File: src/hdl/ltc_pkg.sv
// Shared constants and types for the LRU tag cache directory.
package ltc_pkg;

  // Default geometry of the directory.
  localparam int unsigned ENTRIES    = 64;
  localparam int unsigned KEY_BITS   = 32;
  localparam int unsigned STAMP_BITS = 32;

  // Fixed field widths of the register and result ports.
  localparam int unsigned CAP_W  = 7;
  localparam int unsigned SLOT_W = 6;

  // Capacity register value after reset.
  localparam logic [CAP_W-1:0] CAP_RESET = 7'd64;

  // Summary flags that the scan engine reports at the end of a pass.
  typedef struct packed {
    logic found;      // a valid entry matched the request key
    logic have_min;   // at least one valid entry was seen
    logic have_free;  // at least one free entry was seen
  } ltc_scan_stat_t;

endpackage

File: src/hdl/ltc_ram.sv
// Generic simple dual-port RAM with one write port and one registered read port.
module ltc_ram #(
  parameter int unsigned WIDTH = 64,
  parameter int unsigned DEPTH = 64
) (
  input  logic                     clk_i,
  input  logic                     we_i,
  input  logic [$clog2(DEPTH)-1:0] waddr_i,
  input  logic [WIDTH-1:0]         wdata_i,
  input  logic [$clog2(DEPTH)-1:0] raddr_i,
  output logic [WIDTH-1:0]         rdata_o
);

  logic [WIDTH-1:0] mem [DEPTH];
  logic [WIDTH-1:0] rdata_q;

  always_ff @(posedge clk_i) begin
    if (we_i) begin
      mem[waddr_i] <= wdata_i;
    end
    rdata_q <= mem[raddr_i];
  end

  assign rdata_o = rdata_q;

endmodule

File: src/hdl/ltc_scan.sv
// Scan engine: walks the tag/stamp memory once, finding the match, LRU entry and free slot.
module ltc_scan #(
  parameter int unsigned ENTRIES    = ltc_pkg::ENTRIES,
  parameter int unsigned KEY_BITS   = ltc_pkg::KEY_BITS,
  parameter int unsigned STAMP_BITS = ltc_pkg::STAMP_BITS
) (
  input  logic                           clk_i,
  input  logic                           rst_ni,
  input  logic                           start_i,
  input  logic [KEY_BITS-1:0]            key_i,
  input  logic [ENTRIES-1:0]             valid_i,
  output logic [$clog2(ENTRIES)-1:0]     raddr_o,
  input  logic [KEY_BITS+STAMP_BITS-1:0] rdata_i,
  output logic                           done_o,
  output ltc_pkg::ltc_scan_stat_t        stat_o,
  output logic [$clog2(ENTRIES)-1:0]     match_idx_o,
  output logic [$clog2(ENTRIES)-1:0]     min_idx_o,
  output logic [KEY_BITS-1:0]            min_key_o,
  output logic [$clog2(ENTRIES)-1:0]     free_idx_o
);

  localparam int unsigned IDX_W = $clog2(ENTRIES);
  localparam logic [IDX_W-1:0] LAST_IDX = IDX_W'(ENTRIES - 1);

  logic                    rd_act_q, rd_act_d;
  logic [IDX_W-1:0]        rd_idx_q, rd_idx_d;
  logic                    cmp_act_q, cmp_act_d;
  logic [IDX_W-1:0]        cmp_idx_q, cmp_idx_d;
  logic                    done_q, done_d;
  ltc_pkg::ltc_scan_stat_t stat_q, stat_d;
  logic [IDX_W-1:0]        match_idx_q, match_idx_d;
  logic [IDX_W-1:0]        min_idx_q, min_idx_d;
  logic [STAMP_BITS-1:0]   min_stamp_q, min_stamp_d;
  logic [KEY_BITS-1:0]     min_key_q, min_key_d;
  logic [IDX_W-1:0]        free_idx_q, free_idx_d;

  logic [KEY_BITS-1:0]     beat_tag;
  logic [STAMP_BITS-1:0]   beat_stamp;
  logic                    beat_valid;

  assign beat_tag   = rdata_i[KEY_BITS+STAMP_BITS-1:STAMP_BITS];
  assign beat_stamp = rdata_i[STAMP_BITS-1:0];
  assign beat_valid = valid_i[cmp_idx_q];

  always_comb begin
    rd_act_d    = rd_act_q;
    rd_idx_d    = rd_idx_q;
    cmp_act_d   = rd_act_q;
    cmp_idx_d   = rd_idx_q;
    done_d      = cmp_act_q && (cmp_idx_q == LAST_IDX);
    stat_d      = stat_q;
    match_idx_d = match_idx_q;
    min_idx_d   = min_idx_q;
    min_stamp_d = min_stamp_q;
    min_key_d   = min_key_q;
    free_idx_d  = free_idx_q;

    if (start_i) begin
      rd_act_d = 1'b1;
      rd_idx_d = '0;
      stat_d   = '0;
    end else if (rd_act_q) begin
      rd_idx_d = rd_idx_q + IDX_W'(1);
      if (rd_idx_q == LAST_IDX) begin
        rd_act_d = 1'b0;
      end
    end

    if (cmp_act_q) begin
      if (beat_valid && (beat_tag == key_i) && !stat_q.found) begin
        stat_d.found = 1'b1;
        match_idx_d  = cmp_idx_q;
      end
      // Strict less-than keeps the lowest slot among equal stamps.
      if (beat_valid && (!stat_q.have_min || (beat_stamp < min_stamp_q))) begin
        stat_d.have_min = 1'b1;
        min_idx_d       = cmp_idx_q;
        min_stamp_d     = beat_stamp;
        min_key_d       = beat_tag;
      end
      if (!beat_valid && !stat_q.have_free) begin
        stat_d.have_free = 1'b1;
        free_idx_d       = cmp_idx_q;
      end
    end
  end

  always_ff @(posedge clk_i or negedge rst_ni) begin
    if (!rst_ni) begin
      rd_act_q  <= 1'b0;
      rd_idx_q  <= '0;
      cmp_act_q <= 1'b0;
      cmp_idx_q <= '0;
      done_q    <= 1'b0;
      stat_q    <= '0;
    end else begin
      rd_act_q  <= rd_act_d;
      rd_idx_q  <= rd_idx_d;
      cmp_act_q <= cmp_act_d;
      cmp_idx_q <= cmp_idx_d;
      done_q    <= done_d;
      stat_q    <= stat_d;
    end
  end

  always_ff @(posedge clk_i) begin
    match_idx_q <= match_idx_d;
    min_idx_q   <= min_idx_d;
    min_stamp_q <= min_stamp_d;
    min_key_q   <= min_key_d;
    free_idx_q  <= free_idx_d;
  end

  assign raddr_o     = rd_idx_q;
  assign done_o      = done_q;
  assign stat_o      = stat_q;
  assign match_idx_o = match_idx_q;
  assign min_idx_o   = min_idx_q;
  assign min_key_o   = min_key_q;
  assign free_idx_o  = free_idx_q;

endmodule

File: src/hdl/lru_tag_cache.sv
// Top level of the fully associative LRU tag cache directory.
//
// A request is taken at a rising edge with start high and busy low; busy then
// stays high while the block reads every entry of the tag/stamp memory once,
// one entry per cycle through its single read port, compares tags and keeps
// the least recently used entry and the lowest free slot. A request holds
// busy for the whole memory scan and the update, so a new request is taken
// only after the last one is through; the memory scan sets this pace.
// The result appears on hit_o, slot_o, evicted_o and evicted_key_o for exactly
// one cycle with done_o high, in the first cycle in which busy is low again.
// The receiver cannot stall, so a result must be captured in the cycle it is
// shown.
// The capacity register is written through its own valid/ready channel,
// which is always ready; write it only while the block is idle. A capacity
// of zero behaves as one, and a value above ENTRIES behaves as the full
// directory. Entry valid bits live in flip-flops and clear at reset, so
// no clearing pass is needed; the tag/stamp memory holds no reset value.
module lru_tag_cache #(
  parameter int unsigned ENTRIES    = ltc_pkg::ENTRIES,
  parameter int unsigned KEY_BITS   = ltc_pkg::KEY_BITS,
  parameter int unsigned STAMP_BITS = ltc_pkg::STAMP_BITS
) (
  input  logic                       clk_i,
  input  logic                       rst_ni,
  input  logic                       start,
  output logic                       busy,
  input  logic [KEY_BITS-1:0]        key_i,
  output logic                       done_o,
  output logic                       hit_o,
  output logic [ltc_pkg::SLOT_W-1:0] slot_o,
  output logic                       evicted_o,
  output logic [KEY_BITS-1:0]        evicted_key_o,
  input  logic                       cfg_valid_i,
  output logic                       cfg_ready_o,
  input  logic [ltc_pkg::CAP_W-1:0]  cfg_data_i
);

  localparam int unsigned IDX_W = $clog2(ENTRIES);
  localparam int unsigned CNT_W = $clog2(ENTRIES + 1);
  // Width wide enough to compare the count against the capacity register.
  localparam int unsigned CMP_W = (CNT_W > ltc_pkg::CAP_W) ? CNT_W : ltc_pkg::CAP_W;
  localparam int unsigned WORD_W = KEY_BITS + STAMP_BITS;

  typedef enum logic {
    S_IDLE,
    S_SCAN
  } state_e;

  state_e                    state_q, state_d;
  logic [ltc_pkg::CAP_W-1:0] cap_q, cap_d;
  logic [ENTRIES-1:0]        valid_q, valid_d;
  logic [CNT_W-1:0]          count_q, count_d;
  logic [STAMP_BITS-1:0]     clock_q, clock_d;
  logic [KEY_BITS-1:0]       key_q, key_d;
  logic [STAMP_BITS-1:0]     stamp_q, stamp_d;
  logic                      done_q, done_d;
  logic                      hit_q, hit_d;
  logic [IDX_W-1:0]          slot_q, slot_d;
  logic                      evicted_q, evicted_d;
  logic [KEY_BITS-1:0]       evicted_key_q, evicted_key_d;

  logic                      accept;
  logic                      scan_done;
  ltc_pkg::ltc_scan_stat_t   scan_stat;
  logic [IDX_W-1:0]          match_idx;
  logic [IDX_W-1:0]          min_idx;
  logic [KEY_BITS-1:0]       min_key;
  logic [IDX_W-1:0]          free_idx;
  logic [IDX_W-1:0]          ram_raddr;
  logic [WORD_W-1:0]         ram_rdata;
  logic                      ram_we;

  logic [CMP_W-1:0]          cap_ext;
  logic [CMP_W-1:0]          cap_eff;
  logic                      full;

  assign accept      = start && !busy;
  assign busy        = (state_q != S_IDLE);
  assign cfg_ready_o = 1'b1;

  // Clamp the capacity register into the range the directory can hold.
  always_comb begin
    cap_ext = CMP_W'(cap_q);
    if (cap_ext == '0) begin
      cap_eff = CMP_W'(1);
    end else if (cap_ext > CMP_W'(ENTRIES)) begin
      cap_eff = CMP_W'(ENTRIES);
    end else begin
      cap_eff = cap_ext;
    end
  end

  assign full = (CMP_W'(count_q) >= cap_eff) && (count_q != '0);

  ltc_scan #(
    .ENTRIES    (ENTRIES),
    .KEY_BITS   (KEY_BITS),
    .STAMP_BITS (STAMP_BITS)
  ) u_scan (
    .clk_i       (clk_i),
    .rst_ni      (rst_ni),
    .start_i     (accept),
    .key_i       (key_q),
    .valid_i     (valid_q),
    .raddr_o     (ram_raddr),
    .rdata_i     (ram_rdata),
    .done_o      (scan_done),
    .stat_o      (scan_stat),
    .match_idx_o (match_idx),
    .min_idx_o   (min_idx),
    .min_key_o   (min_key),
    .free_idx_o  (free_idx)
  );

  // The tag and its use stamp share one memory word; the update writes both.
  ltc_ram #(
    .WIDTH (WORD_W),
    .DEPTH (ENTRIES)
  ) u_ram (
    .clk_i   (clk_i),
    .we_i    (ram_we),
    .waddr_i (slot_d),
    .wdata_i ({key_q, stamp_q}),
    .raddr_i (ram_raddr),
    .rdata_o (ram_rdata)
  );

  assign ram_we = (state_q == S_SCAN) && scan_done;

  always_comb begin
    state_d       = state_q;
    cap_d         = cap_q;
    valid_d       = valid_q;
    count_d       = count_q;
    clock_d       = clock_q;
    key_d         = key_q;
    stamp_d       = stamp_q;
    done_d        = 1'b0;
    hit_d         = hit_q;
    slot_d        = slot_q;
    evicted_d     = evicted_q;
    evicted_key_d = evicted_key_q;

    if (cfg_valid_i && cfg_ready_o) begin
      cap_d = cfg_data_i;
    end

    case (state_q)
      S_IDLE: begin
        if (accept) begin
          // Each request takes the current clock as its stamp.
          key_d   = key_i;
          stamp_d = clock_q;
          clock_d = clock_q + STAMP_BITS'(1);
          state_d = S_SCAN;
        end
      end
      S_SCAN: begin
        if (scan_done) begin
          done_d        = 1'b1;
          state_d       = S_IDLE;
          evicted_d     = 1'b0;
          evicted_key_d = '0;
          if (scan_stat.found) begin
            // Hit: only the stamp changes; the tag is rewritten unchanged.
            hit_d  = 1'b1;
            slot_d = match_idx;
          end else if (full) begin
            // Miss with a full directory: reuse the least recently used slot.
            // The count stays where it is since one entry leaves and one comes.
            hit_d         = 1'b0;
            slot_d        = min_idx;
            evicted_d     = 1'b1;
            evicted_key_d = min_key;
          end else begin
            // Miss with room left: fill the lowest free slot.
            hit_d            = 1'b0;
            slot_d           = free_idx;
            valid_d[free_idx] = 1'b1;
            count_d          = count_q + CNT_W'(1);
          end
        end
      end
      default: begin
        state_d = S_IDLE;
      end
    endcase
  end

  always_ff @(posedge clk_i or negedge rst_ni) begin
    if (!rst_ni) begin
      state_q <= S_IDLE;
      cap_q   <= ltc_pkg::CAP_RESET;
      valid_q <= '0;
      count_q <= '0;
      clock_q <= '0;
      done_q  <= 1'b0;
    end else begin
      state_q <= state_d;
      cap_q   <= cap_d;
      valid_q <= valid_d;
      count_q <= count_d;
      clock_q <= clock_d;
      done_q  <= done_d;
    end
  end

  always_ff @(posedge clk_i) begin
    key_q         <= key_d;
    stamp_q       <= stamp_d;
    hit_q         <= hit_d;
    slot_q        <= slot_d;
    evicted_q     <= evicted_d;
    evicted_key_q <= evicted_key_d;
  end

  assign done_o        = done_q;
  assign hit_o         = hit_q;
  assign slot_o        = ltc_pkg::SLOT_W'(slot_q);
  assign evicted_o     = evicted_q;
  assign evicted_key_o = evicted_key_q;

`ifndef ASSERT_OFF
  // The fill count always equals the number of valid entries.
  a_count_matches_valid: assert property (@(posedge clk_i) disable iff (!rst_ni)
    $countones(valid_q) == int'(count_q))
    else $error("entry count differs from number of valid entries");

  // An accepted request makes the block busy in the next cycle.
  a_accept_busy: assert property (@(posedge clk_i) disable iff (!rst_ni)
    accept |=> busy)
    else $error("accepted request did not raise busy");

  // A hit never reports an eviction.
  a_hit_no_evict: assert property (@(posedge clk_i) disable iff (!rst_ni)
    (done_o && hit_o) |-> !evicted_o)
    else $error("hit reported together with an eviction");

  // Without an eviction the evicted key reads as zero.
  a_evkey_zero: assert property (@(posedge clk_i) disable iff (!rst_ni)
    (done_o && !evicted_o) |-> (evicted_key_o == '0))
    else $error("evicted key nonzero without an eviction");

  // A result is shown only right after a scan finished.
  a_done_after_scan: assert property (@(posedge clk_i) disable iff (!rst_ni)
    done_o |-> $past(scan_done))
    else $error("result strobe without a finished scan");
`endif

endmodule

File: config.mk
export PLATFORM = sky130hd
export DESIGN_NAME = lru_tag_cache
export DESIGN_NICKNAME = d
export VERILOG_FILES = /design/src/hdl/ltc_pkg.sv /design/src/hdl/ltc_ram.sv /design/src/hdl/ltc_scan.sv /design/src/hdl/lru_tag_cache.sv
export SDC_FILE = /design/constraint.sdc
export NUM_CORES = 2
export LEC_CHECK = 0
export ABC_CLOCK_PERIOD_IN_PS = 12700
export BUFFER_PORTS_ARGS = -buffer_cell sky130_fd_sc_hd__buf_2
export CAP_MARGIN = 20
export CORE_ASPECT_RATIO = 1.25
export CORE_MARGIN = 2
export CORE_UTILIZATION = 60
export CTS_BUF_LIST = sky130_fd_sc_hd__clkbuf_4 sky130_fd_sc_hd__clkbuf_8
export DETAILED_ROUTE_END_ITERATION = 12
export MAX_ROUTING_LAYER = met4
export PLACE_DENSITY_LB_ADDON = 0.15
export SYNTH_ARGS = -nofsm -noshare
export SYNTH_HDL_FRONTEND = slang
export SYNTH_SLANG_ARGS = --single-unit
File: constraint.sdc
create_clock -name clk_i -period 12.7 [get_ports clk_i]
set_input_delay 2.54 -clock clk_i [delete_from_list [all_inputs] [get_ports clk_i]]
set_output_delay 2.54 -clock clk_i [all_outputs]
set_load 0.02 [all_outputs]
Yosys cells after proc, flatten, opt, wreduce, memory -nomap -nowiden. Memories as Yosys holds them, arrays and structs flattened. A register that Yosys moved wholly into a read port is not among the register bits. Cells that the tools add are included.

Register bits: 316. RAM bits: 4096. Bits of input ports: 43. Output and inout bits: 43. Logic and storage cells: 96. Memories kept: 1.

Add/subtract/negate cells: 3. Order comparisons: 6. Equal/unequal tests: 3. Muxes and demuxes: 29. Bitwise gates (word level): 4. Reductions and logical operators: 25.

Memory list: u_ram.mem (words 64, bits a word 64, read ports 1, clocked after Yosys merged registers in 1, wr ports 1, RTL line ltc_ram.sv:14) `logic [WIDTH-1:0] mem [DEPTH];`.

Operators by type and width (count): bitwise OR 64 bit (1); two-way mux 6 bit (6); adder 32 x 1 -> 32 bit (second input constant) (1); equality test 32 bit (1); < comparator 32 bit (1); two-way mux 1 bit (16); < comparator 6 x 7 -> 1 bit (second input constant) (2); two-way mux 7 bit (2); equality test 6 bit (second input constant) (2); AND reduction 2 bit (5); logical AND 1 bit (9); adder 7 x 1 -> 7 bit (second input constant) (1); greater-or-equal comparator 7 bit (1); greater-than comparator 7 bit (second input constant) (1); zero test 7 bit (1); nonzero test 7 bit (1); adder 6 x 1 -> 6 bit (second input constant) (1); binary-select mux 1 bit (select 6 bit) (1); demux 1 bit (select 6 bit) (1); greater-or-equal comparator 6 x 1 -> 1 bit (second input constant) (1); two-way mux 3 bit (2); zero test 1 bit (5); AND reduction 4 bit (1); inverter 1 bit (3); 4 further kinds (4).

Depth between registers and ports, before layout.
Word-level depth: 9. Depth in mapped cells: 14. Gate-level depth less buffers: 12.

Cells and area by module. Synthesis repeated with hierarchy kept, for this count alone.

Cell total of the unflattened synthesis: 7477. Area total of the unflattened synthesis: 169344.9 µm².

By module, submodules not included: ltc_ram (instances 1, cells an instance 6598, area an instance 156348.7 µm², seq. area each 124279.2 µm²); lru_tag_cache (instances 1, cells an instance 539, area an instance 8095.3 µm², seq. area each 5866.9 µm²); ltc_scan (instances 1, cells an instance 340, area an instance 4901.0 µm², seq. area each 2912.8 µm²).

Worst setup path before layout. Ideal clock, no wire load.

Path type: reg2reg. From: register cap_q (netlist bit cap_ext[6]). To: memory u_ram.mem[48][0] (enable). Library setup time: 0.645 ns. Data arrival time: 8.638 ns. Required time: 12.055 ns. Slack: 3.417 ns. Cell stages (with the launch flop): 13. Buffers on the path: 2. Clock period less this slack: 9.283 ns. Path through: dfstp_2 > inv_1 > nand2_1 > ha_1 > and2_1 > a221o_1 > a41oi_2 > mux2_2 > and2_1 > buf_2 > inv_1 > buf_2 > nor4_1.

Cells in the longest elaborated chain, start to end: 9. Elaborated cells between the ends (all ways): 10. Classes of those cells: order compare: 2; mux: 6; reduce/logical: 2.

Ends and longest elaborated chain: start: declaration (RTL line lru_tag_cache.sv:50) `logic [ltc_pkg::CAP_W-1:0] cap_q, cap_d;`; start signal: assignment (RTL line lru_tag_cache.sv:193) `cap_q <= ltc_pkg::CAP_RESET;`; start signal: assignment (RTL line lru_tag_cache.sv:200) `cap_q <= cap_d;`; greater-than comparator 7 bit (RTL line lru_tag_cache.sv:86) `end else if (cap_ext > CMP_W'(ENTRIES)) begin`; two-way mux 7 bit (RTL line lru_tag_cache.sv:86); two-way mux 7 bit (*) (RTL line lru_tag_cache.sv:84) `if (cap_ext == '0) begin`; greater-or-equal comparator 7 bit (*) (RTL line lru_tag_cache.sv:93) `assign full = (CMP_W'(count_q) >= cap_eff) && (count_q != '0);`; logical AND 1 bit (*) (RTL line lru_tag_cache.sv:93); two-way mux 6 bit (*) (RTL line lru_tag_cache.sv:168) `end else if (full) begin`; two-way mux 6 bit (*) (RTL line lru_tag_cache.sv:164) `if (scan_stat.found) begin`; two-way mux 6 bit (*) (RTL line lru_tag_cache.sv:159) `if (scan_done) begin`; two-way mux 6 bit (*) (RTL line lru_tag_cache.sv:148) `case (state_q)`; named net slot_d[2] (RTL line lru_tag_cache.sv:58) `logic [IDX_W-1:0] slot_q, slot_d;`; end: declaration (RTL line ltc_ram.sv:14).

Mark *: on every way through the listed nets, which the timed path passes. The rest lies on a longest branch.

Final worst setup path.
From: register cap_q (netlist bit cap_ext[6]). To: memory u_ram.mem[30][56] (enable).

Cells in the longest elaborated chain, start to end: 9. Elaborated cells between the ends (all ways): 10. Classes of those cells: order compare: 2; mux: 6; reduce/logical: 2.

Ends and longest elaborated chain (RTL line): greater-than comparator 7 bit (lru_tag_cache.sv:86); two-way mux 7 bit (lru_tag_cache.sv:86); two-way mux 7 bit (*) (lru_tag_cache.sv:84); greater-or-equal comparator 7 bit (*) (lru_tag_cache.sv:93); logical AND 1 bit (*) (lru_tag_cache.sv:93); two-way mux 6 bit (*) (lru_tag_cache.sv:168); two-way mux 6 bit (*) (lru_tag_cache.sv:164); two-way mux 6 bit (*) (lru_tag_cache.sv:159); two-way mux 6 bit (*) (lru_tag_cache.sv:148).

Every way passes the cells marked *; elsewhere a longest branch is shown, timed or not.

==> metrics.md <==
| Metric | Value |
|---|---|
| Status | `complete, no violations` |
| Largest net degree at the start of global routing | `139` |
| Post-Synthesis Cells | `6791` |
| Die area | `286100 µm²` |
| Maximum fanout along the worst path | `44` |
| Yosys reg bits | `4476` |
| Core Rows | `217` |
| Max-slew violations | `0` |
| Synth area leaders | `edfxtp_1, mux4_2, dfrtp_1` |
| Synth unique cells | `63` |
| Combinational Power Share | `26.8%` |
| Die width | `478.9 µm` |
| Max_slew headroom | `15.74%` |
| Post-route insts no fill | `11688` |
| Final period util | `48.27%` |
| Worst EP arrival | `6.81 ns` |
| Area of the mapped netlist | `169100 µm²` |
| WL/cell | `36.14 µm` |
| DR pass1 iterations | `7` |
| Global route total overflow | `0` |
| Post-CTS setup buffers | `0` |
| Syn-to-layout area delta | `11.34%` |
| Ys flop type | `edfxtp_1` |
| Post-synth top area cell | `edfxtp_1` |
| Number of port buffers | `84` |
| Worst-Margin Slew | `1.256 ns` |
| Placed insts | `10488` |
| Initial DRC count | `12141` |
| Sequential Power Share | `43.6%` |
| Initial antenna violation count | `43` |
| DP HPWL | `236000 µm` |
| Routability Congestion | `0.8749` |
| Crit end category | `flop` |
| Hold Violations, Final | `0` |
| Die height | `597.6 µm` |
| Core region area | `279900 µm²` |
| Avg Inst Size Synth | `24.90 µm²` |
| Clk buf depth | `4` |
| GRT Overall Usage | `30.76%` |
| Clock skew after layout | `0.05864 ns` |
| RSZ-0062 raised after global routing | `no` |
| Worst-skew pair later-pin latency | `1.08 ns` |
| Starting Density | `60.41%` |
| Vias | `79096` |
| Sw frac | `29.33%` |
| Critical Path RT | `13.38 ns` |
| Startpoint Class | `flop` |
| Post-synth top area share | `75.93%` |
| Total clock sinks | `4476` |
| Setup tns final | `0 ns` |
| Vias in the first global route | `79679` |
| Antenna Nets Post-Route | `0` |
| Post-synth EDFFs | `4276` |
| Hold crit path type | `flop to flop` |
| Async SR Flop Fraction | `2.904%` |
| Post-CTS sizing | `0` |
| Setup violators final | `0` |
| First-pass GRT wire length | `596900 µm` |
| Total number of yosys warnings | `0` |
| Share of layout cells above drive strength 1 | `35.41%` |
| Switching Power | `11.33 mW` |
| DR vias/cell | `6.767` |
| Nets | `7515` |
| Post-Syn Nets | `6876` |
| Critical setup path kind | `flop to flop` |
| Root buffer cell | `clkbuf_8` |
| Register area share after synthesis | `78.68%` |
| FMAX | `163.1 MHz` |
| Leakage power | `59.91 nW` |
| Pwr Density | `205.1 nW/µm²` |
| P_int | `27.29 mW` |
| Num CTS Buffers | `660` |
| H-tree levels | `6` |
| Final WL | `422400 µm` |
| Peak VDD IR | `0.2013 mV` |
| DRC | `0` |
| Reg clk slew, reported paths | `0.06 ns` |
| Max-Cap Viols | `0` |
| Hold_buf cts | `0` |
| CTS tree | `done` |
| Min Tclk post-route | `6.130 ns` |
| Clk pwr share | `29.6%` |
| Ports | `86` |
| R2R Setup Slk | `6.57 ns` |
-- Yosys cell counts, types with 4 or more instances --
library cell and number:
ha_1 42, and3_1 11, dfrtp_1 129, nand3_1 21, xor2_1 18, buf_1 34, clkbuf_1 217, a21o_1 36
o21bai_1 32, xnor2_1 55, nand4_1 34, nor4_1 12, edfxtp_1 4276, mux4_2 1361, dfxtp_1 70, nor2_1 82
buf_2 74, mux2_2 8, nand3b_1 6, nand2_1 61, nor2b_1 5, mux2i_1 5, a21oi_1 19, inv_1 39
buf_4 7, o21ai_0 18, nor3b_1 4, and2_1 36, nor3_1 22
-- power groups by stage --
stage	clock [mW]	combinational, mW	sequential [mW]
finish	11.4	10.3	16.8
global route	12.2	10.8	16.9
CTS	11.6	10.4	16.8
detailed placement	0	10.4	17.1
global placement	0	10.3	17.1
floorplan	0	6.99	16.8
-- per-layer routing --
layer	GRT usage [%]	part of all wire [%]	vias up
met5	-	0	-
met4	7.964	2.6	0
met3	6.044	11	611
met2	46.99	49	4805
met1	43.70	38	42956
li1	-	-	30724
-- metrics by stage --
stage	hold WS (ns)	area (µm²)	setup slack, ns	total power [mW]	utilization [%]
5_1_grt	0.4499	188300	6.442	39.81	67.26
4_1_cts	0.4335	188200	6.707	38.84	67.23
3_3_place_gp	0.4203	175200	6.776	27.47	62.58
3_5_place_dp	0.4229	175200	6.762	27.51	62.60
6_report	0.4383	188300	6.570	38.62	67.27
2_1_floorplan	0.3519	169100	3.417	23.78	-
-- worst max-delay path, stage by stage, from the launching register on --
cell and delay [ns]:
dfstp_2 0.53, inv_1 0.12, nand2_1 0.13, ha_1 0.23
and2_1 0.19, a221o_1 0.38, a41oi_2 0.43, mux2_2 0.39
and2_1 0.39, inv_1 0.54, nand4_1 0.55, nor2_4 0.85
buf_4 0.85
-- state kept, by name, indices dropped and copies added (netlist names), 32 cells and up --
| register | cells |
|---|---|
| u_scan.min_key_o | 32 |
| u_ram.mem | 4096 |
| clock_q | 32 |
| valid_q | 64 |
| evicted_key_o | 32 |
| u_scan.min_stamp_q | 32 |
| stamp_q | 32 |
| u_ram.rdata_o | 64 |
| key_q | 32 |
-- cell usage in the layout, fill, tap and decap left out, types with 8 or more instances in the layout --
cell	instances
a21o_1	36
ha_1	42
nor3_2	17
clkbuf_4	241
inv_6	8
nor2_1	40
mux4_2	1361
nand3_1	21
edfxtp_1	4276
clkbuf_8	715
nor2_4	42
buf_12	22
o21ai_0	18
mux2_2	8
nand4_1	34
clkinvlp_4	23
and2_1	36
diode_2	18
o21bai_1	32
dfxtp_1	70
inv_1	38
xor2_1	18
dfrtp_1	123
buf_2	84
buf_4	201
clkinv_2	47
and3_1	10
nand2_1	61
clkinv_1	132
bufinv_16	9
a21oi_1	19
xnor2_1	55
-- cells by family (layout without fill, tap and decap cells) --
| group | count (synthesis) | in the layout | share of synthesized area (%) |
|---|---|---|---|
| other | 1 | 19 | 0.002217 |
| DFF | 4476 | 4476 | 78.68 |
| buffers and inverters | 375 | 1531 | 0.9071 |
| muxes | 1374 | 1374 | 18.21 |
| AOI/OAI and AO/OA | 135 | 135 | 0.5601 |
| adders and majority gates | 42 | 42 | 0.3107 |
| and+or+nand+nor | 315 | 315 | 0.9544 |
| xor gates and xnor gates | 73 | 73 | 0.3781 |
-- cell type report --
cell class / count / area (µm²)
sequential: 4476 / 133100
clock buffer: 955 / 11640
tap: 3723 / 4658
clock inverter: 224 / 1319
multi-input combinational: 1940 / 34970
inverter: 42 / 161.4
timing repair buffer: 310 / 2416
antenna: 18 / 45.04
fill: 16959 / 91630
-- worst paths after layout --
check / cells past startpoint / to / start
worst max-delay path: 12 / u_ram.mem[30][56] / cap_ext[6]
worst min-delay path: 0 / u_scan.min_stamp_q[18] / u_ram.rdata_o[18]
worst max register to register: 12 / u_ram.mem[30][56] / cap_ext[6]
worst min register to register: 0 / u_scan.min_stamp_q[18] / u_ram.rdata_o[18]
max in group asynchronous: 3 / u_scan.raddr_o[5] / rst_ni
min in group asynchronous: 1 / valid_q[51] / rst_ni
(Power assumes the default switching activity.)
